==> config.mk <==
export PLATFORM = sky130hd
export DESIGN_NAME = yuyv_to_rgb888_converter_unit
export DESIGN_NICKNAME = d
export VERILOG_FILES = /design/src/rtl/yrc_pkg.sv /design/src/rtl/yuyv_to_rgb888_converter_unit.sv /design/src/rtl/yrc_chroma.sv /design/src/rtl/yrc_lane.sv
export SDC_FILE = /design/constraint.sdc
export NUM_CORES = 2
export LEC_CHECK = 0
export BUFFER_PORTS_ARGS = -buffer_cell sky130_fd_sc_hd__buf_2
export CAP_MARGIN = 15
export CORE_MARGIN = 2
export CORE_UTILIZATION = 65
export CTS_CLUSTER_SIZE = 8
export DETAILED_ROUTE_END_ITERATION = 10
export HOLD_SLACK_MARGIN = 0.08
export PLACE_DENSITY = 0.84
export SLEW_MARGIN = 40
export SYNTH_ARGS = -nofsm -noshare
export SYNTH_HDL_FRONTEND = slang
export SYNTH_SLANG_ARGS = --single-unit
==> constraint.sdc <==
create_clock -name clk -period 15.7 [get_ports clk]
set_clock_uncertainty 0.1 [all_clocks]
set_input_delay 3.14 -clock clk [delete_from_list [all_inputs] [get_ports clk]]
set_output_delay 3.14 -clock clk [all_outputs]
set_load 0.03 [all_outputs]
==> src/rtl/yrc_pkg.sv <==
// ----------------------------------------------------------------------------
// yrc_pkg: shared types and constants of the YUYV to RGB888 converter
// Request layouts, chroma product bundle, lane control and Q16 coefficients.
// ----------------------------------------------------------------------------
package yrc_pkg;

  // Channel and field widths.
  localparam int CHAN_W  = 8;
  localparam int GAIN_W  = 9;
  localparam int FRAC_W  = 16;
  // Signed width of one chroma product (coefficient times chroma offset).
  localparam int PROD_W  = 26;
  // Signed width of one channel sum in Q16.
  localparam int SUM_W   = 28;
  // Width of the channel times gain product.
  localparam int SCALE_W = CHAN_W + GAIN_W;

  // Q16 color coefficients.
  localparam logic signed [PROD_W-1:0] COEF_RV = PROD_W'(89831);
  localparam logic signed [PROD_W-1:0] COEF_GV = PROD_W'(45744);
  localparam logic signed [PROD_W-1:0] COEF_GU = PROD_W'(22127);
  localparam logic signed [PROD_W-1:0] COEF_BU = PROD_W'(113538);

  localparam logic [CHAN_W-1:0] CHROMA_OFFSET = 8'd128;
  localparam logic [CHAN_W-1:0] CHAN_MAX      = 8'd255;
  localparam logic [GAIN_W-1:0] GAIN_RESET    = 9'd220;

  // Configuration port.
  localparam int CFG_ADDR_W = 3;
  localparam int CFG_DATA_W = 32;
  localparam logic REG_IDX_OUTPUT_GAIN = 1'b0;

  // One input request: a YUYV macropixel.
  typedef struct packed {
    logic [CHAN_W-1:0] first_luma;
    logic [CHAN_W-1:0] blue_chroma;
    logic [CHAN_W-1:0] second_luma;
    logic [CHAN_W-1:0] red_chroma;
  } in_t;

  // One result request: two RGB888 pixels.
  typedef struct packed {
    logic [CHAN_W-1:0] red_first;
    logic [CHAN_W-1:0] green_first;
    logic [CHAN_W-1:0] blue_first;
    logic [CHAN_W-1:0] red_second;
    logic [CHAN_W-1:0] green_second;
    logic [CHAN_W-1:0] blue_second;
  } out_t;

  // Chroma products shared by both lanes.
  typedef struct packed {
    logic signed [PROD_W-1:0] rv;
    logic signed [PROD_W-1:0] gv;
    logic signed [PROD_W-1:0] gu;
    logic signed [PROD_W-1:0] bu;
  } prod_t;

  // Load enables of the two lane stages.
  typedef struct packed {
    logic load_sum;
    logic load_scale;
  } lane_ctrl_t;

endpackage

==> src/rtl/yuyv_to_rgb888_converter_unit.sv <==
// ----------------------------------------------------------------------------
// yuyv_to_rgb888_converter_unit: YUYV macropixel to two RGB888 pixels
// Top level with request handshakes, gain register and the lane merge.
// ----------------------------------------------------------------------------
// Usage:
//   A request on the in_ channel carries one YUYV macropixel (Y0, U, Y1, V).
//   For each accepted request the out_ channel delivers exactly one request
//   holding two RGB888 pixels, in order. A request is taken at a rising edge
//   where valid is high and stall is low.
//   Between acceptance and out_valid, one stage forms the
//   shared chroma products, and two lanes (one per luma sample) clamp the
//   channels and then apply the gain into the output register.
//   Throughput is one macropixel per cycle while the receiver does not stall;
//   each stage holds one request and advances whenever the stage after it is
//   empty or moving on. When the receiver stalls, the output holds steady;
//   earlier stages keep filling until all three are occupied, and only then is in_stall raised.
//   The output_gain register sits at byte address 0 of the APB-style port and
//   resets to 220. It may be written only while no request is in flight.
//   Reset (rst_n low, synchronous) empties the pipeline and restores the gain.
// ----------------------------------------------------------------------------
module yuyv_to_rgb888_converter_unit (
  input  logic                              clk,
  input  logic                              rst_n,
  input  logic                              in_valid,
  output logic                              in_stall,
  input  yrc_pkg::in_t                      in_data,
  output logic                              out_valid,
  input  logic                              out_stall,
  output yrc_pkg::out_t                     out_data,
  input  logic                              psel,
  input  logic                              penable,
  input  logic                              pwrite,
  input  logic [yrc_pkg::CFG_ADDR_W-1:0]    paddr,
  input  logic [yrc_pkg::CFG_DATA_W-1:0]    pwdata,
  output logic [yrc_pkg::CFG_DATA_W-1:0]    prdata,
  output logic                              pready
);

  logic                          v1_r;
  logic                          v2_r;
  logic                          v3_r;
  logic                          ready1;
  logic                          ready2;
  logic                          ready3;
  logic                          load1;
  yrc_pkg::lane_ctrl_t           lane_ctrl;
  logic [yrc_pkg::GAIN_W-1:0]    gain_r;
  logic                          cfg_write;
  yrc_pkg::prod_t                prod;
  logic [yrc_pkg::CHAN_W-1:0]    y0;
  logic [yrc_pkg::CHAN_W-1:0]    y1;

  // Stage readiness: a stage loads when it is empty or its request moves on.
  assign ready3 = !v3_r || !out_stall;
  assign ready2 = !v2_r || ready3;
  assign ready1 = !v1_r || ready2;

  assign in_stall             = !ready1;
  assign load1                = ready1;
  assign lane_ctrl.load_sum   = ready2;
  assign lane_ctrl.load_scale = ready3;

  // Valid bits of the three stages.
  always_ff @(posedge clk) begin
    if (!rst_n) begin
      v1_r <= 1'b0;
      v2_r <= 1'b0;
      v3_r <= 1'b0;
    end else begin
      if (ready1) v1_r <= in_valid;
      if (ready2) v2_r <= v1_r;
      if (ready3) v3_r <= v2_r;
    end
  end

  // Configuration register.
  assign pready    = 1'b1;
  assign cfg_write = psel && penable && pwrite && pready
                   && (paddr[2] == yrc_pkg::REG_IDX_OUTPUT_GAIN);

  always_ff @(posedge clk) begin
    if (!rst_n) begin
      gain_r <= yrc_pkg::GAIN_RESET;
    end else if (cfg_write) begin
      gain_r <= pwdata[yrc_pkg::GAIN_W-1:0];
    end
  end

  assign prdata = (paddr[2] == yrc_pkg::REG_IDX_OUTPUT_GAIN)
                ? yrc_pkg::CFG_DATA_W'(gain_r) : '0;

  // Shared chroma stage.
  yrc_chroma u_chroma (
    .clk         (clk),
    .load        (load1),
    .in_data     (in_data),
    .prod        (prod),
    .first_luma  (y0),
    .second_luma (y1)
  );

  // One lane per luma sample; their final registers merge into the result.
  yrc_lane u_lane_first (
    .clk   (clk),
    .ctrl  (lane_ctrl),
    .luma  (y0),
    .prod  (prod),
    .gain  (gain_r),
    .red   (out_data.red_first),
    .green (out_data.green_first),
    .blue  (out_data.blue_first)
  );

  yrc_lane u_lane_second (
    .clk   (clk),
    .ctrl  (lane_ctrl),
    .luma  (y1),
    .prod  (prod),
    .gain  (gain_r),
    .red   (out_data.red_second),
    .green (out_data.green_second),
    .blue  (out_data.blue_second)
  );

  assign out_valid = v3_r;

`ifndef SYNTH
  // The input is only held off when every stage is occupied.
  a_stall_full: assert property (@(posedge clk) disable iff (!rst_n)
    in_stall |-> (v1_r && v2_r && v3_r))
    else $error("input stalled with an empty stage");

  // An accepted request always occupies the first stage next cycle.
  a_accept_lands: assert property (@(posedge clk) disable iff (!rst_n)
    (in_valid && !in_stall) |=> v1_r)
    else $error("accepted request was lost");

  // A clamp-stage request blocked by the output stays in place.
  a_stage2_hold: assert property (@(posedge clk) disable iff (!rst_n)
    (v2_r && !ready3) |=> v2_r)
    else $error("clamp stage dropped a blocked request");

  // A delivered result with nothing behind it leaves the output empty.
  a_drain: assert property (@(posedge clk) disable iff (!rst_n)
    (v3_r && !out_stall && !v2_r) |=> !v3_r)
    else $error("result repeated after delivery");
`endif

endmodule

==> src/rtl/yrc_chroma.sv <==
// ----------------------------------------------------------------------------
// yrc_chroma: shared chroma product stage
// Removes the chroma offset and forms the four coefficient products once per
// macropixel; the two luma samples are registered alongside.
// ----------------------------------------------------------------------------
module yrc_chroma (
  input  logic                          clk,
  input  logic                          load,
  input  yrc_pkg::in_t                  in_data,
  output yrc_pkg::prod_t                prod,
  output logic [yrc_pkg::CHAN_W-1:0]    first_luma,
  output logic [yrc_pkg::CHAN_W-1:0]    second_luma
);

  logic signed [yrc_pkg::PROD_W-1:0] du;
  logic signed [yrc_pkg::PROD_W-1:0] dv;
  yrc_pkg::prod_t                    prod_r;
  yrc_pkg::prod_t                    prod_nxt;
  logic [yrc_pkg::CHAN_W-1:0]        y0_r;
  logic [yrc_pkg::CHAN_W-1:0]        y1_r;

  // Chroma minus its offset, sign extended to the product width.
  assign du = yrc_pkg::PROD_W'($signed({1'b0, in_data.blue_chroma}))
            - yrc_pkg::PROD_W'($signed({1'b0, yrc_pkg::CHROMA_OFFSET}));
  assign dv = yrc_pkg::PROD_W'($signed({1'b0, in_data.red_chroma}))
            - yrc_pkg::PROD_W'($signed({1'b0, yrc_pkg::CHROMA_OFFSET}));

  // Constant multiplications; every product fits the product width.
  always_comb begin
    prod_nxt.rv = dv * yrc_pkg::COEF_RV;
    prod_nxt.gv = dv * yrc_pkg::COEF_GV;
    prod_nxt.gu = du * yrc_pkg::COEF_GU;
    prod_nxt.bu = du * yrc_pkg::COEF_BU;
  end

  always_ff @(posedge clk) begin
    if (load) begin
      prod_r <= prod_nxt;
      y0_r   <= in_data.first_luma;
      y1_r   <= in_data.second_luma;
    end
  end

  assign prod        = prod_r;
  assign first_luma  = y0_r;
  assign second_luma = y1_r;

endmodule

==> src/rtl/yrc_lane.sv <==
// ----------------------------------------------------------------------------
// yrc_lane: one pixel lane
// Combines luma with the chroma products, truncates and clamps each channel, then
// scales it by the output gain with saturation.
// ----------------------------------------------------------------------------
module yrc_lane (
  input  logic                          clk,
  input  yrc_pkg::lane_ctrl_t           ctrl,
  input  logic [yrc_pkg::CHAN_W-1:0]    luma,
  input  yrc_pkg::prod_t                prod,
  input  logic [yrc_pkg::GAIN_W-1:0]    gain,
  output logic [yrc_pkg::CHAN_W-1:0]    red,
  output logic [yrc_pkg::CHAN_W-1:0]    green,
  output logic [yrc_pkg::CHAN_W-1:0]    blue
);

  localparam int HI_W = yrc_pkg::SUM_W - yrc_pkg::FRAC_W;

  logic signed [yrc_pkg::SUM_W-1:0]  yq;
  logic signed [yrc_pkg::SUM_W-1:0]  sum_r;
  logic signed [yrc_pkg::SUM_W-1:0]  sum_g;
  logic signed [yrc_pkg::SUM_W-1:0]  sum_b;
  logic [yrc_pkg::CHAN_W-1:0]        clamp_r_r;
  logic [yrc_pkg::CHAN_W-1:0]        clamp_g_r;
  logic [yrc_pkg::CHAN_W-1:0]        clamp_b_r;
  logic [yrc_pkg::CHAN_W-1:0]        red_r;
  logic [yrc_pkg::CHAN_W-1:0]        green_r;
  logic [yrc_pkg::CHAN_W-1:0]        blue_r;

  // A negative sum truncates to zero or below, so it clamps to zero.
  function automatic logic [yrc_pkg::CHAN_W-1:0] clamp_q16(
    input logic signed [yrc_pkg::SUM_W-1:0] s
  );
    logic [HI_W-1:0] whole;
    logic [yrc_pkg::CHAN_W-1:0] res;
    whole = s[yrc_pkg::SUM_W-1:yrc_pkg::FRAC_W];
    if (s[yrc_pkg::SUM_W-1]) begin
      res = '0;
    end else if (whole > HI_W'(yrc_pkg::CHAN_MAX)) begin
      res = yrc_pkg::CHAN_MAX;
    end else begin
      res = whole[yrc_pkg::CHAN_W-1:0];
    end
    return res;
  endfunction

  // Channel times gain over 256, saturated at full scale.
  function automatic logic [yrc_pkg::CHAN_W-1:0] scale(
    input logic [yrc_pkg::CHAN_W-1:0] chan,
    input logic [yrc_pkg::GAIN_W-1:0] g
  );
    logic [yrc_pkg::SCALE_W-1:0] p;
    logic [yrc_pkg::CHAN_W-1:0]  res;
    p = yrc_pkg::SCALE_W'(chan) * yrc_pkg::SCALE_W'(g);
    if (p[yrc_pkg::SCALE_W-1]) begin
      res = yrc_pkg::CHAN_MAX;
    end else begin
      res = p[yrc_pkg::SCALE_W-2:yrc_pkg::CHAN_W];
    end
    return res;
  endfunction

  // Luma in Q16 combined with the chroma terms of each channel.
  assign yq    = $signed({{(yrc_pkg::SUM_W-yrc_pkg::CHAN_W-yrc_pkg::FRAC_W){1'b0}},
                          luma, {yrc_pkg::FRAC_W{1'b0}}});
  assign sum_r = yq + yrc_pkg::SUM_W'(prod.rv);
  assign sum_g = yq - yrc_pkg::SUM_W'(prod.gv) - yrc_pkg::SUM_W'(prod.gu);
  assign sum_b = yq + yrc_pkg::SUM_W'(prod.bu);

  // Clamp stage.
  always_ff @(posedge clk) begin
    if (ctrl.load_sum) begin
      clamp_r_r <= clamp_q16(sum_r);
      clamp_g_r <= clamp_q16(sum_g);
      clamp_b_r <= clamp_q16(sum_b);
    end
  end

  // Gain stage, which also serves as this lane's share of the output register.
  always_ff @(posedge clk) begin
    if (ctrl.load_scale) begin
      red_r   <= scale(clamp_r_r, gain);
      green_r <= scale(clamp_g_r, gain);
      blue_r  <= scale(clamp_b_r, gain);
    end
  end

  assign red   = red_r;
  assign green = green_r;
  assign blue  = blue_r;

endmodule
==> results.txt <==
# Max-Cap Violations: 0
Via density: 5.730
Area grow syn2layout: 5.178%
Drt first-iter violations: 1,148
Core Rows: 79
FF-to-FF Start: gain_r[5]$_SDFFE_PN0P_
Fmax: 113.5 MHz
Worst relative slew slack: 40.91%
Post-synth ARST share: 0%
First-pass GRT wire length: 116,100 um
GRT overflow: 0
Longest Clk Path Bufs: 2
Critical path data arrival time: 8.97 ns
Worst setup path end: u_chroma.prod[49]$_DFFE_PN_
Largest net degree at the start of global routing: 73
Setup-failing EPs final: 0
Clk sinks: 192
CP max-delay cell: a2111oi_0
Via count: 22,438
Clock-pin slew on the worst setup and hold paths: 0.07 ns
Worst reg2reg path depth: 22
Max incr delay on CP: 0.78 ns
Number of synthesized flops with an enable pin: 180
Hold buffers post-CTS: 0
Vias in the first global route: 24,158
Number of fill cells: 3,465
DR WL/cell: 17.52 um
Postcts setup bufs: 0
CTS H-Tree Depth: 4
CP Cell Sequence: buf_2 > inv_1 > ha_1 > inv_1 > ha_1 > inv_1 > fa_1 > inv_1 > fa_1 > ha_1 > ha_1 > a21o_1 > a21oi_1 > nor2b_1 > o21ai_1 > o311a_1 > a2111oi_0 > o31ai_1 > a21oi_1 > nor3_1 > nand2b_1
Number of I/O pins: 157
Synthesized cell area: 30,980 um2
WS Path Type: in2reg
Initial core utilization: 66.26%
CTS tree: built
ANT nets after route: 0
Clk root buf: clkbuf_16
Synth Area per Inst: 9.541 um2
TritonRoute pass-1 iters: 5
Worst-Skew Late Latency: 0.51 ns
Seq cells post-synth: 192
Status: finished clean
Reg-to-reg critical path endpoint: u_lane_second.red[4]$_SDFFCE_PP1P_
PortBufs: 107
Share of cells above drive strength 1: 5.289%
Sum Neg Setup Slack: 0 ns
Top_reg_cell synth: edfxtp_1
Antenna cells: 0
Antenna violations before repair: 0
Ys Warns: 0
Worst slew pin tran: 0.8640 ns
RSZ-0062 raised after global routing: false
Max FFs per register: 68
Final nets: 4,290
CP startpoint kind: primary input
GPL Wtd Cong: 0.9238
Unique masters post-synth: 81
Final Max Tran Viols: 0
Crit path max fanout: 13
Post-CTS resize count: 0
Die Y: 222.3 um
Cell count after synthesis: 3,247
Seq/Total Area, Yosys: 18.22%
Total track usage: 29.35%
Total CTS buffers: 17
Final Hold Fails: 0
Final worst path period share: 56.12%
Worst Hold Class: reg2reg
Residual DRC: 0
Chip width: 222.3 um
CP startpoint: in_data[23]
Min cycle time layout: 8.810 ns
DPL Wire Length: 54,940 um
Core box area: 46,750 um2
Total Wirelength: 68,610 um
Worst path required time: 15.86 ns
Worst setup EP type: flip-flop
Die footprint: 49,420 um2
Worst reg2reg setup slack: 9.30 ns
worst max-delay path: cells and delay by family:
kind,cells,cell delay [ns]
AND/OR/NAND/NOR,3,0.40
adder cells (fa/ha/maj),6,2.50
buffers and inverters,5,0.93
AO/OA/AOI/OAI,7,2.01
synth_stat cells (54+ instances only):
master / count / area [um2]
and2_1: 207 / 1295
a21oi_1: 94 / 470.5
o21ai_1: 54 / 270.3
a21o_1: 57 / 427.9
clkbuf_1: 61 / 229.0
xnor2_1: 82 / 718.2
inv_1: 674 / 2530
edfxtp_1: 180 / 5405
nand2_1: 306 / 1149
ha_1: 533 / 6669
nor2_1: 96 / 360.4
o21a_1: 63 / 473.0
fa_1: 387 / 7747
per-layer routing:
metal	track usage, %	wire (um)
met5	0	0
met4	11.40	2147
met3	4.311	3539
met2	52.82	35220
met1	35.48	27710
final cells by class:
class	instances	area, um2	share of cell area (%)
Sequential cell	192	5645	17.33
Multi-Input combinational cell	2286	22370	68.64
Clock inverter	15	202.7	0.6221
Timing Repair Buffer	120	636.9	1.955
Inverter	679	2549	7.822
Clock buffer	17	425.4	1.306
Tap cell	607	759.5	2.331
cell usage in the layout (no fill, tap or decap), types with 13 or more instances in the layout:
master / Yosys / routed
inv_1: 674 / 673
ha_1: 533 / 533
fa_1: 387 / 387
nand2_1: 306 / 304
and2_1: 207 / 207
edfxtp_1: 180 / 180
buf_2: 2 / 107
nor2_1: 96 / 96
a21oi_1: 94 / 94
xnor2_1: 82 / 82
o21a_1: 63 / 63
a21o_1: 57 / 57
o21ai_1: 54 / 54
nor3_1: 49 / 49
nand3_1: 36 / 36
xor2_1: 32 / 32
o21ai_0: 28 / 28
nor2b_1: 24 / 24
conb_1: 2 / 24
o21bai_1: 19 / 19
clkbuf_16: 0 / 17
nand2b_1: 15 / 15
a31oi_1: 13 / 13
or3_1: 13 / 13
cells by family (layout without fill, tap and decap cells):
family | Yosys count | after routing | synth area share (%)
flops | 192 | 192 | 18.22
other cells | 2 | 24 | 0.02424
compound gates | 422 | 422 | 9.249
mux | 5 | 5 | 0.1696
buf+inv | 791 | 831 | 9.883
xor+xnor | 114 | 114 | 3.223
fa+ha+maj | 920 | 920 | 46.53
simple gates | 801 | 801 | 12.69
worst min path at each step:
stage,start,endpoint,cells past startpoint
after CTS,v2_r$_SDFFE_PN0P_,out_valid$_SDFFE_PN0P_,2
after global routing,v2_r$_SDFFE_PN0P_,out_valid$_SDFFE_PN0P_,2
after floorplan,v1_r$_SDFFE_PN0N_,v2_r$_SDFFE_PN0P_,1
final,v2_r$_SDFFE_PN0P_,out_valid$_SDFFE_PN0P_,2
after detailed placement,v2_r$_SDFFE_PN0P_,out_valid$_SDFFE_PN0P_,2
after global placement,v2_r$_SDFFE_PN0P_,out_valid$_SDFFE_PN0P_,2
metrics by stage:
step	utilization [%]	hold WS, ns	setup WS, ns	instance area, um2	std cells
after detailed placement	68.34	0.4022	6.470	31950	3884
final	69.69	0.4058	6.890	32580	3916
after floorplan	-	0.3403	6.738	31060	3269
after global placement	68.34	0.3650	6.604	31950	3884
after CTS	69.68	0.4184	7.005	32580	3916
after global routing	69.69	0.4562	6.612	32580	3916
Power is left out: the tool's default activity adds up to more than one toggle a clock period on the data nets, which glitch-free logic cannot reach.
